$ cat src/rtl/elastic_audio_ring_buffer_unit_defines.svh
// Assertion macros shared by the elastic audio ring buffer modules.
`ifndef ELASTIC_AUDIO_RING_BUFFER_UNIT_DEFINES_SVH
`define ELASTIC_AUDIO_RING_BUFFER_UNIT_DEFINES_SVH

// Same-cycle implication, sampled on clk and disabled while rst_n is low.
`define EARB_ASSERT_NOW(lbl, ante, cons, msg) \
  lbl: assert property (@(posedge clk) disable iff (!rst_n) (ante) |-> (cons)) \
    else $error(msg);

// Next-cycle implication, sampled on clk and disabled while rst_n is low.
`define EARB_ASSERT_NEXT(lbl, ante, cons, msg) \
  lbl: assert property (@(posedge clk) disable iff (!rst_n) (ante) |=> (cons)) \
    else $error(msg);

`endif

$ cat src/rtl/earb_pkg.sv
// Types and constants shared by the elastic audio ring buffer modules.
package earb_pkg;

  localparam int SAMPLE_W  = 16;
  localparam int LEN_W     = 7;
  localparam int MARK_W    = 7;
  localparam int FILL_W    = 7;
  localparam int FUNC_W    = 2;
  localparam int TOTAL_W   = 32;
  localparam int CFG_IDX_W = 2;

  // Command queue between front and back.
  localparam int QDEPTH = 4;
  localparam int QAW    = 2;
  localparam int QCW    = 3;

  // Function codes of an input transaction.
  localparam logic [FUNC_W-1:0] FUNC_PUSH    = 2'd0;
  localparam logic [FUNC_W-1:0] FUNC_PULL    = 2'd1;
  localparam logic [FUNC_W-1:0] FUNC_RESTART = 2'd2;

  // Configuration register indexes.
  localparam logic [CFG_IDX_W-1:0] CFG_TARGET = 2'd0;
  localparam logic [CFG_IDX_W-1:0] CFG_HIGH   = 2'd1;
  localparam logic [CFG_IDX_W-1:0] CFG_LOW    = 2'd2;

  // Configuration reset values.
  localparam logic [MARK_W-1:0] TARGET_RST = 7'd64;
  localparam logic [MARK_W-1:0] HIGH_RST   = 7'd96;
  localparam logic [MARK_W-1:0] LOW_RST    = 7'd32;

  typedef enum logic [1:0] {
    CMD_PUSH,
    CMD_PULL,
    CMD_RESTART
  } cmd_kind_t;

  typedef struct packed {
    cmd_kind_t                   kind;
    logic signed [SAMPLE_W-1:0]  sample;
    logic        [LEN_W-1:0]     len;
  } cmd_t;

  typedef struct packed {
    logic push;
    cmd_t cmd;
  } q_wr_t;

  typedef struct packed {
    logic full;
    logic empty;
  } q_stat_t;

  typedef struct packed {
    logic [MARK_W-1:0] target;
    logic [MARK_W-1:0] high;
    logic [MARK_W-1:0] low;
  } cfg_t;

  typedef enum logic [1:0] {
    B_IDLE,
    B_SETUP,
    B_EMIT
  } back_state_t;

endpackage

$ cat src/rtl/earb_front.sv
// Front end: accepts input transactions, classifies them and queues commands.
module earb_front #(
  parameter int MAX_BLOCK = 64
) (
  input  earb_pkg::q_stat_t                    q_stat,
  input  logic                                 start,
  input  logic        [earb_pkg::FUNC_W-1:0]   in_func,
  input  logic signed [earb_pkg::SAMPLE_W-1:0] in_sample_in,
  input  logic        [earb_pkg::LEN_W-1:0]    in_block_length,
  output logic                                 busy,
  output earb_pkg::q_wr_t                      q_wr
);
  import earb_pkg::*;

  localparam logic [LEN_W-1:0] MAX_LEN = LEN_W'(MAX_BLOCK);

  logic accept;

  // A transaction is taken whenever the queue has room.
  assign accept = start && !q_stat.full;
  assign busy   = q_stat.full;

  // Classify the function code and clamp oversized blocks.
  always_comb begin
    q_wr.push       = 1'b0;
    q_wr.cmd.kind   = CMD_PUSH;
    q_wr.cmd.sample = in_sample_in;
    q_wr.cmd.len    = (in_block_length > MAX_LEN) ? MAX_LEN : in_block_length;
    case (in_func)
      FUNC_PUSH: begin
        q_wr.push = accept;
      end
      FUNC_PULL: begin
        // An empty block has no effect at all, so it is not queued.
        q_wr.cmd.kind = CMD_PULL;
        q_wr.push     = accept && (in_block_length != '0);
      end
      FUNC_RESTART: begin
        q_wr.cmd.kind = CMD_RESTART;
        q_wr.push     = accept;
      end
      default: begin
        q_wr.push = 1'b0;
      end
    endcase
  end

endmodule

$ cat src/rtl/earb_cmd_fifo.sv
// Short command queue that decouples the front end from the back end.
`include "elastic_audio_ring_buffer_unit_defines.svh"

module earb_cmd_fifo (
  input  logic              clk,
  input  logic              rst_n,
  input  earb_pkg::q_wr_t   q_wr,
  input  logic              pop,
  output earb_pkg::q_stat_t q_stat,
  output earb_pkg::cmd_t    head
);
  import earb_pkg::*;

  cmd_t           q_r [QDEPTH];
  logic [QAW-1:0] wptr_r, wptr_nxt;
  logic [QAW-1:0] rptr_r, rptr_nxt;
  logic [QCW-1:0] cnt_r, cnt_nxt;

  // Pointer and occupancy update.
  always_comb begin
    wptr_nxt = q_wr.push ? wptr_r + 1'b1 : wptr_r;
    rptr_nxt = pop ? rptr_r + 1'b1 : rptr_r;
    cnt_nxt  = cnt_r + QCW'(q_wr.push) - QCW'(pop);
  end

  always_ff @(posedge clk) begin
    if (!rst_n) begin
      wptr_r <= '0;
      rptr_r <= '0;
      cnt_r  <= '0;
    end else begin
      wptr_r <= wptr_nxt;
      rptr_r <= rptr_nxt;
      cnt_r  <= cnt_nxt;
    end
  end

  // Entry storage.
  always_ff @(posedge clk) begin
    if (q_wr.push) begin
      q_r[wptr_r] <= q_wr.cmd;
    end
  end

  assign head         = q_r[rptr_r];
  assign q_stat.full  = (cnt_r == QCW'(QDEPTH));
  assign q_stat.empty = (cnt_r == '0);

  `EARB_ASSERT_NOW(a_cnt_bound, 1'b1, cnt_r <= QCW'(QDEPTH), "queue count above depth")
  `EARB_ASSERT_NOW(a_no_push_full, q_stat.full, !q_wr.push, "push into a full queue")
  `EARB_ASSERT_NOW(a_no_pop_empty, q_stat.empty, !pop, "pop from an empty queue")

endmodule

$ cat src/rtl/earb_back.sv
// Back end: ring storage, priming and slip control, and sample emission.
`include "elastic_audio_ring_buffer_unit_defines.svh"

module earb_back #(
  parameter int RING_SIZE = 128
) (
  input  logic                                  clk,
  input  logic                                  rst_n,
  input  earb_pkg::cfg_t                        cfg,
  input  earb_pkg::cmd_t                        head,
  input  earb_pkg::q_stat_t                     q_stat,
  output logic                                  pop,
  output logic                                  out_valid,
  output logic signed [earb_pkg::SAMPLE_W-1:0]  out_sample_out,
  output logic                                  out_last_in_block,
  output logic                                  out_underrun_flag,
  output logic        [earb_pkg::FILL_W-1:0]    out_fill_depth,
  output logic        [earb_pkg::TOTAL_W-1:0]   out_underflow_total,
  output logic        [earb_pkg::TOTAL_W-1:0]   out_overflow_total
);
  import earb_pkg::*;

  localparam int IDXW = $clog2(RING_SIZE);
  localparam int CW   = (IDXW > LEN_W) ? IDXW : LEN_W;
  localparam logic [IDXW-1:0] IDX_LAST  = IDXW'(RING_SIZE - 1);
  localparam logic [IDXW:0]   DEPTH_EXT = (IDXW + 1)'(RING_SIZE);

  // Ring index advance with wrap at the ring depth.
  function automatic logic [IDXW-1:0] idx_next(input logic [IDXW-1:0] i);
    return (i == IDX_LAST) ? '0 : i + 1'b1;
  endfunction

  // Ring occupancy from the write and read indexes.
  function automatic logic [CW-1:0] fill_of(input logic [IDXW-1:0] w,
                                            input logic [IDXW-1:0] r);
    logic [IDXW:0] diff;
    diff = (w >= r) ? ({1'b0, w} - {1'b0, r}) : ({1'b0, w} + DEPTH_EXT - {1'b0, r});
    return CW'(diff[IDXW-1:0]);
  endfunction

  back_state_t state_r, state_nxt;

  logic signed [SAMPLE_W-1:0] mem [RING_SIZE];
  logic signed [SAMPLE_W-1:0] rdata_r;
  logic                       mem_we;

  logic [IDXW-1:0]            wr_idx_r, wr_idx_nxt;
  logic [IDXW-1:0]            rd_idx_r, rd_idx_nxt;
  logic signed [SAMPLE_W-1:0] last_r, last_nxt;
  logic                       primed_r, primed_nxt;
  logic [TOTAL_W-1:0]         ovf_r, ovf_nxt;
  logic [TOTAL_W-1:0]         udf_r, udf_nxt;
  logic [LEN_W-1:0]           cnt_r, cnt_nxt;
  logic                       silence_r, silence_nxt;
  logic                       insert_r, insert_nxt;

  logic                       out_valid_r, out_valid_nxt;
  logic signed [SAMPLE_W-1:0] out_sample_r, out_sample_nxt;
  logic                       out_last_r, out_last_nxt;
  logic                       out_under_r, out_under_nxt;
  logic [FILL_W-1:0]          out_fill_r, out_fill_nxt;
  logic [TOTAL_W-1:0]         out_udf_r, out_udf_nxt;
  logic [TOTAL_W-1:0]         out_ovf_r, out_ovf_nxt;

  logic [CW-1:0]              depth;
  logic [CW-1:0]              depth_slip;
  logic [CW-1:0]              fill_now;
  logic                       ring_full;

  assign ring_full = (idx_next(wr_idx_r) == rd_idx_r);

  // Next-state logic.
  always_comb begin
    state_nxt = state_r;
    case (state_r)
      B_IDLE: begin
        if (!q_stat.empty && head.kind == CMD_PULL) begin
          state_nxt = B_SETUP;
        end
      end
      B_SETUP: begin
        state_nxt = B_EMIT;
      end
      B_EMIT: begin
        if (cnt_r == LEN_W'(1)) begin
          state_nxt = B_IDLE;
        end
      end
      default: begin
        state_nxt = B_IDLE;
      end
    endcase
  end

  // Datapath and output logic.
  always_comb begin
    pop            = 1'b0;
    mem_we         = 1'b0;
    wr_idx_nxt     = wr_idx_r;
    rd_idx_nxt     = rd_idx_r;
    last_nxt       = last_r;
    primed_nxt     = primed_r;
    ovf_nxt        = ovf_r;
    udf_nxt        = udf_r;
    cnt_nxt        = cnt_r;
    silence_nxt    = silence_r;
    insert_nxt     = insert_r;
    out_valid_nxt  = 1'b0;
    out_sample_nxt = out_sample_r;
    out_last_nxt   = out_last_r;
    out_under_nxt  = out_under_r;
    out_fill_nxt   = out_fill_r;
    out_udf_nxt    = out_udf_r;
    out_ovf_nxt    = out_ovf_r;
    depth          = fill_of(wr_idx_r, rd_idx_r);
    depth_slip     = depth;
    fill_now       = depth;
    case (state_r)
      B_IDLE: begin
        // Take one command from the queue and carry out pushes and restarts.
        if (!q_stat.empty) begin
          pop = 1'b1;
          case (head.kind)
            CMD_PUSH: begin
              if (ring_full) begin
                ovf_nxt = ovf_r + 1'b1;
              end else begin
                mem_we     = 1'b1;
                wr_idx_nxt = idx_next(wr_idx_r);
              end
            end
            CMD_PULL: begin
              cnt_nxt = head.len;
            end
            CMD_RESTART: begin
              wr_idx_nxt = '0;
              rd_idx_nxt = '0;
              last_nxt   = '0;
              primed_nxt = 1'b0;
            end
            default: begin
              pop = 1'b1;
            end
          endcase
        end
      end
      B_SETUP: begin
        // Decide priming, then at most one slip for the whole block.
        if (!primed_r && depth < CW'(cfg.target)) begin
          silence_nxt = 1'b1;
          insert_nxt  = 1'b0;
        end else begin
          silence_nxt = 1'b0;
          primed_nxt  = 1'b1;
          if (depth > CW'(cfg.high) && depth > CW'(cnt_r)) begin
            rd_idx_nxt = idx_next(rd_idx_r);
            depth_slip = depth - 1'b1;
          end
          insert_nxt = (depth_slip < CW'(cfg.low));
        end
      end
      B_EMIT: begin
        // One sample per cycle: silence, a repeat, a ring read or an underrun.
        out_valid_nxt = 1'b1;
        out_last_nxt  = (cnt_r == LEN_W'(1));
        out_under_nxt = 1'b0;
        cnt_nxt       = cnt_r - 1'b1;
        if (silence_r) begin
          out_sample_nxt = '0;
        end else if (insert_r) begin
          out_sample_nxt = last_r;
          insert_nxt     = 1'b0;
        end else if (rd_idx_r != wr_idx_r) begin
          out_sample_nxt = rdata_r;
          last_nxt       = rdata_r;
          rd_idx_nxt     = idx_next(rd_idx_r);
        end else begin
          out_sample_nxt = last_r;
          out_under_nxt  = 1'b1;
          udf_nxt        = udf_r + 1'b1;
          primed_nxt     = 1'b0;
        end
        fill_now     = fill_of(wr_idx_r, rd_idx_nxt);
        out_fill_nxt = fill_now[FILL_W-1:0];
        out_udf_nxt  = udf_nxt;
        out_ovf_nxt  = ovf_r;
      end
      default: begin
        pop = 1'b0;
      end
    endcase
  end

  // Control registers.
  always_ff @(posedge clk) begin
    if (!rst_n) begin
      state_r     <= B_IDLE;
      wr_idx_r    <= '0;
      rd_idx_r    <= '0;
      last_r      <= '0;
      primed_r    <= 1'b0;
      ovf_r       <= '0;
      udf_r       <= '0;
      cnt_r       <= '0;
      silence_r   <= 1'b0;
      insert_r    <= 1'b0;
      out_valid_r <= 1'b0;
    end else begin
      state_r     <= state_nxt;
      wr_idx_r    <= wr_idx_nxt;
      rd_idx_r    <= rd_idx_nxt;
      last_r      <= last_nxt;
      primed_r    <= primed_nxt;
      ovf_r       <= ovf_nxt;
      udf_r       <= udf_nxt;
      cnt_r       <= cnt_nxt;
      silence_r   <= silence_nxt;
      insert_r    <= insert_nxt;
      out_valid_r <= out_valid_nxt;
    end
  end

  // Result payload registers.
  always_ff @(posedge clk) begin
    out_sample_r <= out_sample_nxt;
    out_last_r   <= out_last_nxt;
    out_under_r  <= out_under_nxt;
    out_fill_r   <= out_fill_nxt;
    out_udf_r    <= out_udf_nxt;
    out_ovf_r    <= out_ovf_nxt;
  end

  // Sample ring: write on push, registered read of the next read index.
  always_ff @(posedge clk) begin
    if (mem_we) begin
      mem[wr_idx_r] <= head.sample;
    end
    rdata_r <= mem[rd_idx_nxt];
  end

  assign out_valid           = out_valid_r;
  assign out_sample_out      = out_sample_r;
  assign out_last_in_block   = out_last_r;
  assign out_underrun_flag   = out_under_r;
  assign out_fill_depth      = out_fill_r;
  assign out_underflow_total = out_udf_r;
  assign out_overflow_total  = out_ovf_r;

  `EARB_ASSERT_NEXT(a_emit_strobe, state_r == B_EMIT, out_valid_r, "emit cycle gave no strobe")
  `EARB_ASSERT_NEXT(a_quiet_strobe, state_r != B_EMIT, !out_valid_r, "strobe outside emission")
  `EARB_ASSERT_NEXT(a_sil_udf, (state_r == B_EMIT) && silence_r, $stable(udf_r), "udf in silence")
  `EARB_ASSERT_NOW(a_last_idle, out_valid_r && out_last_r, state_r == B_IDLE, "late block end")

endmodule

$ cat src/rtl/elastic_audio_ring_buffer_unit.sv
// Top level of the elastic audio ring buffer with watermark slip.
//
// Usage: a command is taken on a clock edge with start high and busy low. Pushes,
// restarts and pulls go into a four-entry command queue, and busy is high only
// while that queue is full. The back end carries out a push or a restart as it
// dequeues it; a pull of len samples is dequeued, then priming and slip are
// decided, then one sample per cycle is emitted. Samples leave on the out_ ports,
// each for exactly one cycle with out_valid high; the receiver cannot stall them,
// so it must take every strobed sample. The sample ring is a single memory with
// one write and one registered read per cycle, needs no clearing after reset, and
// holds at most RING_SIZE - 1 samples. Configuration writes are always ready and
// take effect for the next pull; write them while no command is pending.
module elastic_audio_ring_buffer_unit #(
  parameter int RING_SIZE = 128,
  parameter int MAX_BLOCK = 64
) (
  input  logic                                  clk,
  input  logic                                  rst_n,
  input  logic                                  start,
  output logic                                  busy,
  input  logic        [earb_pkg::FUNC_W-1:0]    in_func,
  input  logic signed [earb_pkg::SAMPLE_W-1:0]  in_sample_in,
  input  logic        [earb_pkg::LEN_W-1:0]     in_block_length,
  output logic                                  out_valid,
  output logic signed [earb_pkg::SAMPLE_W-1:0]  out_sample_out,
  output logic                                  out_last_in_block,
  output logic                                  out_underrun_flag,
  output logic        [earb_pkg::FILL_W-1:0]    out_fill_depth,
  output logic        [earb_pkg::TOTAL_W-1:0]   out_underflow_total,
  output logic        [earb_pkg::TOTAL_W-1:0]   out_overflow_total,
  input  logic                                  cfg_valid,
  output logic                                  cfg_ready,
  input  logic        [earb_pkg::CFG_IDX_W-1:0] cfg_index,
  input  logic        [earb_pkg::MARK_W-1:0]    cfg_data
);
  import earb_pkg::*;

  cfg_t    cfg_r, cfg_nxt;
  q_wr_t   q_wr;
  q_stat_t q_stat;
  cmd_t    head;
  logic    pop;

  // Configuration registers, always ready for a write transaction.
  assign cfg_ready = 1'b1;

  always_comb begin
    cfg_nxt = cfg_r;
    if (cfg_valid && cfg_ready) begin
      case (cfg_index)
        CFG_TARGET: cfg_nxt.target = cfg_data;
        CFG_HIGH:   cfg_nxt.high   = cfg_data;
        CFG_LOW:    cfg_nxt.low    = cfg_data;
        default:    cfg_nxt        = cfg_r;
      endcase
    end
  end

  always_ff @(posedge clk) begin
    if (!rst_n) begin
      cfg_r.target <= TARGET_RST;
      cfg_r.high   <= HIGH_RST;
      cfg_r.low    <= LOW_RST;
    end else begin
      cfg_r <= cfg_nxt;
    end
  end

  earb_front #(
    .MAX_BLOCK (MAX_BLOCK)
  ) u_front (
    .q_stat          (q_stat),
    .start           (start),
    .in_func         (in_func),
    .in_sample_in    (in_sample_in),
    .in_block_length (in_block_length),
    .busy            (busy),
    .q_wr            (q_wr)
  );

  earb_cmd_fifo u_fifo (
    .clk    (clk),
    .rst_n  (rst_n),
    .q_wr   (q_wr),
    .pop    (pop),
    .q_stat (q_stat),
    .head   (head)
  );

  earb_back #(
    .RING_SIZE (RING_SIZE)
  ) u_back (
    .clk                 (clk),
    .rst_n               (rst_n),
    .cfg                 (cfg_r),
    .head                (head),
    .q_stat              (q_stat),
    .pop                 (pop),
    .out_valid           (out_valid),
    .out_sample_out      (out_sample_out),
    .out_last_in_block   (out_last_in_block),
    .out_underrun_flag   (out_underrun_flag),
    .out_fill_depth      (out_fill_depth),
    .out_underflow_total (out_underflow_total),
    .out_overflow_total  (out_overflow_total)
  );

endmodule
$ cat config.mk
export PLATFORM = sky130hd
export DESIGN_NAME = elastic_audio_ring_buffer_unit
export DESIGN_NICKNAME = d
export VERILOG_FILES = /design/src/rtl/earb_pkg.sv /design/src/rtl/earb_front.sv /design/src/rtl/earb_cmd_fifo.sv /design/src/rtl/earb_back.sv /design/src/rtl/elastic_audio_ring_buffer_unit.sv
export VERILOG_INCLUDE_DIRS = /design/src /design/src/rtl
export SDC_FILE = /design/constraint.sdc
export NUM_CORES = 2
export LEC_CHECK = 0
export BUFFER_PORTS_ARGS = -buffer_cell sky130_fd_sc_hd__buf_2
export CORE_MARGIN = 5
export CORE_UTILIZATION = 30
export CTS_CLUSTER_SIZE = 12
export DETAILED_ROUTE_END_ITERATION = 6
export PLACE_DENSITY = 0.49
export REMOVE_ABC_BUFFERS = 1
export SKIP_CTS_REPAIR_TIMING = 1
export SLEW_MARGIN = 30
export SYNTH_ARGS = -nofsm -noshare
export SYNTH_HDL_FRONTEND = slang
export SYNTH_SLANG_ARGS = --single-unit
$ cat constraint.sdc
create_clock -name clk -period 8.28 [get_ports clk]
set_clock_uncertainty 0.1 [all_clocks]
set_input_delay 1.656 -clock clk [delete_from_list [all_inputs] [get_ports clk]]
set_output_delay 1.656 -clock clk [all_outputs]
set_load 0.02 [all_outputs]
==> results.toml <==
[placed_design]
dpl.hpwl_mm = 191
gp_congestion = 0.834
port_buffers = 128
placed_cell_area_um2 = 104000
place_ws_ns = 0.706
dp_cells = 11691

[timing]
finalCritPeriodShare_pct = 92.5
setup_violations = 0
worst_pin_slew_ns = 1.10
layout_setup_ws_ns = 0.625
timing.fmax_mhz = 131
rsz0062_at_grt = "no"
post-route-min-period_ns = 7.65
slew_headroom_pct = 25.9
hold_viol_final = 0
slew_viol_final = 0

[detailed_routing]
drt_iter0_markers = 7293
dr.pass1.iters = 6
wirelength_mm = 313
wire_per_inst_um = 25.7
ant_nets = 0
vias = 62423
route.detailed.drc = 0
post_drt_via_cell_ratio = 5.14

[power_and_ir_drop]
irDropWorstVdd_mv = 0.366
totalPowerFinal_w = 0.0312
power.leakage_nw = 37.5
power.density_nw_per_um2 = 279

[worst_setup_path]
crit_buf_inv = 2
cp_top_family = "simple AND/OR/NAND/NOR gates"
cp-end-kind = "flop"
r2r-start = "u_back.rd_idx_r[0]"
critPathKind = "flop to flop"
cp-start-kind = "flop"
crit_cells = 21
crit_top_cell = "a21oi_1"
cpPeakStageDelay_ns = 0.90
cp.required_ns = 8.96
worst-path-max-fanout = 16
worstSetupStartpoint = "u_back.rd_idx_r[0]"
rr_worst_depth = 21
cp_slowest_cell = "nor4_1"
arrival_ns = 8.34
crit_path_cell_trace = "ha_1 -> inv_1 -> fa_1 -> a21o_1 -> a21oi_1 -> o21bai_1 -> a21oi_1 -> xor2_1 -> ha_1 -> nand4_1 -> a21oi_1 -> o31ai_2 -> nor3_1 -> a221oi_2 -> nor2_4 -> nand3_1 -> buf_12 -> a21oi_1 -> or4_1 -> nor4_1 -> or4_1"

[synthesis]
ys_seq_area_share_pct = 72.9
synth_edf_count = 2237
synth_cell_types = 92
ys_warn_count = 0
syn_area_per_cell_um2 = 13.1
synth-seq-cells = 2390
syn_inst = 7344
syn_area_um2 = 96400
synthFlopType = "edfxtp_1"
synthArstFlopShare_pct = 0

[job]
max_cap_violations = 0

[finish]
final_nets = 7752
fin_area_um2 = 112000
layout-area-overhead-vs-synth_pct = 16.0
mostFrequentLayoutCell = "edfxtp_1"
final_cell_mix = "2237 x edfxtp_1, 1747 x nand2_1, 788 x nand3_1"
drive_gt1_share_pct = 11.9
final_cells = 12150

[clock_tree]
cts_tree = "yes"
clockBufferDepth = 4
cts_buffers = 269
clkTransAtPathRegs_ns = 0.06
clock_latency_ns = 0.84
cts.sinks = 2390
cts-root-buf = "clkbuf_16"
htreeDepth = 5

[global_routing]
grt_start_max_net_pins = 118
antenna_found_initial = 30
first_global_vias = 58592
grt_remaining_overflow = 0
track_usage_pct = 18.1
grt_pass1_wl_mm = 443

[floorplan]
io_pins = 130
core_area_um2 = 321000
dieArea_um2 = 333000
die_height_um = 577
die_w_um = 577
num_rows = 208
start_util_pct = 30.1

[hold_path]
hold_class = "flop to flop"
min_path_cells = 0
hold_start = "u_back.ovf_r[31]"

[status]
status = "complete, no violations"
-- registers in the layout, summed over array words and instances (netlist names), 16 cells and up, named ones only --
| name | cells |
|---|---|
| u_back.out_overflow_total | 32 |
| u_back.udf_r | 32 |
| u_back.ovf_r | 32 |
| u_back.last_r | 16 |
| u_back.mem | 2048 |
| u_fifo.q_r | 100 |
| u_back.out_sample_out | 16 |
| u_back.out_underflow_total | 32 |
| cfg_r | 21 |
| u_back.rdata_r | 16 |
-- path summary, 6_finish.rpt --
check                                  endpoint  slack, ns
setup reg to reg              u_back.rdata_r[6]       0.63
hold reg to reg   u_back.out_overflow_total[31]       0.37
hold / removal    u_back.out_overflow_total[31]       0.37
setup / recovery              u_back.rdata_r[6]       0.63
-- cells in the mapped netlist (all sizes together) (8+ instances only) --
| cell type | instances | share of area (%) |
|---|---|---|
| or2 | 11 | 0.071 |
| a2111oi | 12 | 0.11 |
| nor2b | 20 | 0.13 |
| o21a | 10 | 0.078 |
| ha | 51 | 0.66 |
| nand3 | 792 | 4.1 |
| nand2b | 10 | 0.065 |
| nor4 | 53 | 0.37 |
| or4 | 19 | 0.15 |
| buf | 296 | 1.6 |
| and4 | 8 | 0.073 |
| and2 | 38 | 0.25 |
| nand4 | 46 | 0.31 |
| o31ai | 8 | 0.073 |
| and3 | 89 | 0.58 |
| xor2 | 44 | 0.41 |
| nand2 | 1748 | 6.8 |
| a32oi | 10 | 0.091 |
| nor2 | 321 | 1.3 |
| o22ai | 64 | 0.42 |
| o211ai | 14 | 0.11 |
| clkbuf | 143 | 0.56 |
| inv | 64 | 0.25 |
| a22o | 10 | 0.091 |
| mux2i | 217 | 2.3 |
| a21oi | 308 | 1.6 |
| mux4 | 28 | 0.65 |
| o31a | 12 | 0.11 |
| edfxtp | 2237 | 70 |
| o221ai | 9 | 0.082 |
| nand3b | 9 | 0.070 |
| a21o | 11 | 0.086 |
| a31oi | 40 | 0.26 |
| a21boi | 12 | 0.093 |
| dfxtp | 153 | 3.2 |
| a311oi | 53 | 0.48 |
| o21ai | 91 | 0.48 |
| nor3 | 58 | 0.31 |
| xnor2 | 65 | 0.59 |
| o2111ai | 10 | 0.091 |
| a211oi | 15 | 0.12 |
| mux2 | 12 | 0.14 |
| or3 | 31 | 0.20 |
-- kinds of logic (layout without fill, tap and decap cells) --
group,Yosys count,count (layout),share of synthesized area (%)
buffers and inverters,503,997,2.40
DFF,2390,2390,72.9
xor gates and xnor gates,109,109,0.998
adders and majority gates,54,54,0.724
muxes,257,257,3.05
other,1,8,0.00389
and+or+nand+nor,3265,3265,14.8
AOI/OAI and AO/OA,765,765,5.10
-- per-stage QoR --
| stage | utilization, % | hold slack (ns) | TNS (ns) |
|---|---|---|---|
| after floorplan | - | 0.328 | -1189.56 |
| after global placement | 32.3 | 0.343 | 0 |
| after detailed placement | 32.4 | 0.342 | 0 |
| after CTS | 34.8 | 0.372 | 0 |
| after global routing | 34.9 | 0.374 | 0 |
| final | 34.9 | 0.368 | 0 |
-- report_power, final --
part / switching [W] / total [W] / internal (W)
combinational: 0.00397 / 0.00501 / 0.00103
clock: 0.00474 / 0.0111 / 0.00631
sequential: 0.000144 / 0.0151 / 0.0150
-- metal layers --
layer  wire length, um  up-vias  global-route usage [%]
met5                25        -                       0
met1            139000    31834                    26.4
met2            140000     2489                    27.9
met3             23500      466                    2.89
li1                  -    27630                       -
met4              9790        4                    5.24
-- cell type report --
class | count | area, um2
Timing Repair Buffer | 484 | 3800
Tap cell | 4305 | 5390
Clock inverter | 89 | 683
Sequential cell | 2390 | 70200
Inverter | 64 | 244
Antenna cell | 7 | 17.5
Multi-Input combinational cell | 4451 | 24200
Clock buffer | 360 | 7230
Fill cell | 31195 | 209000
(Power assumes the default switching activity.)
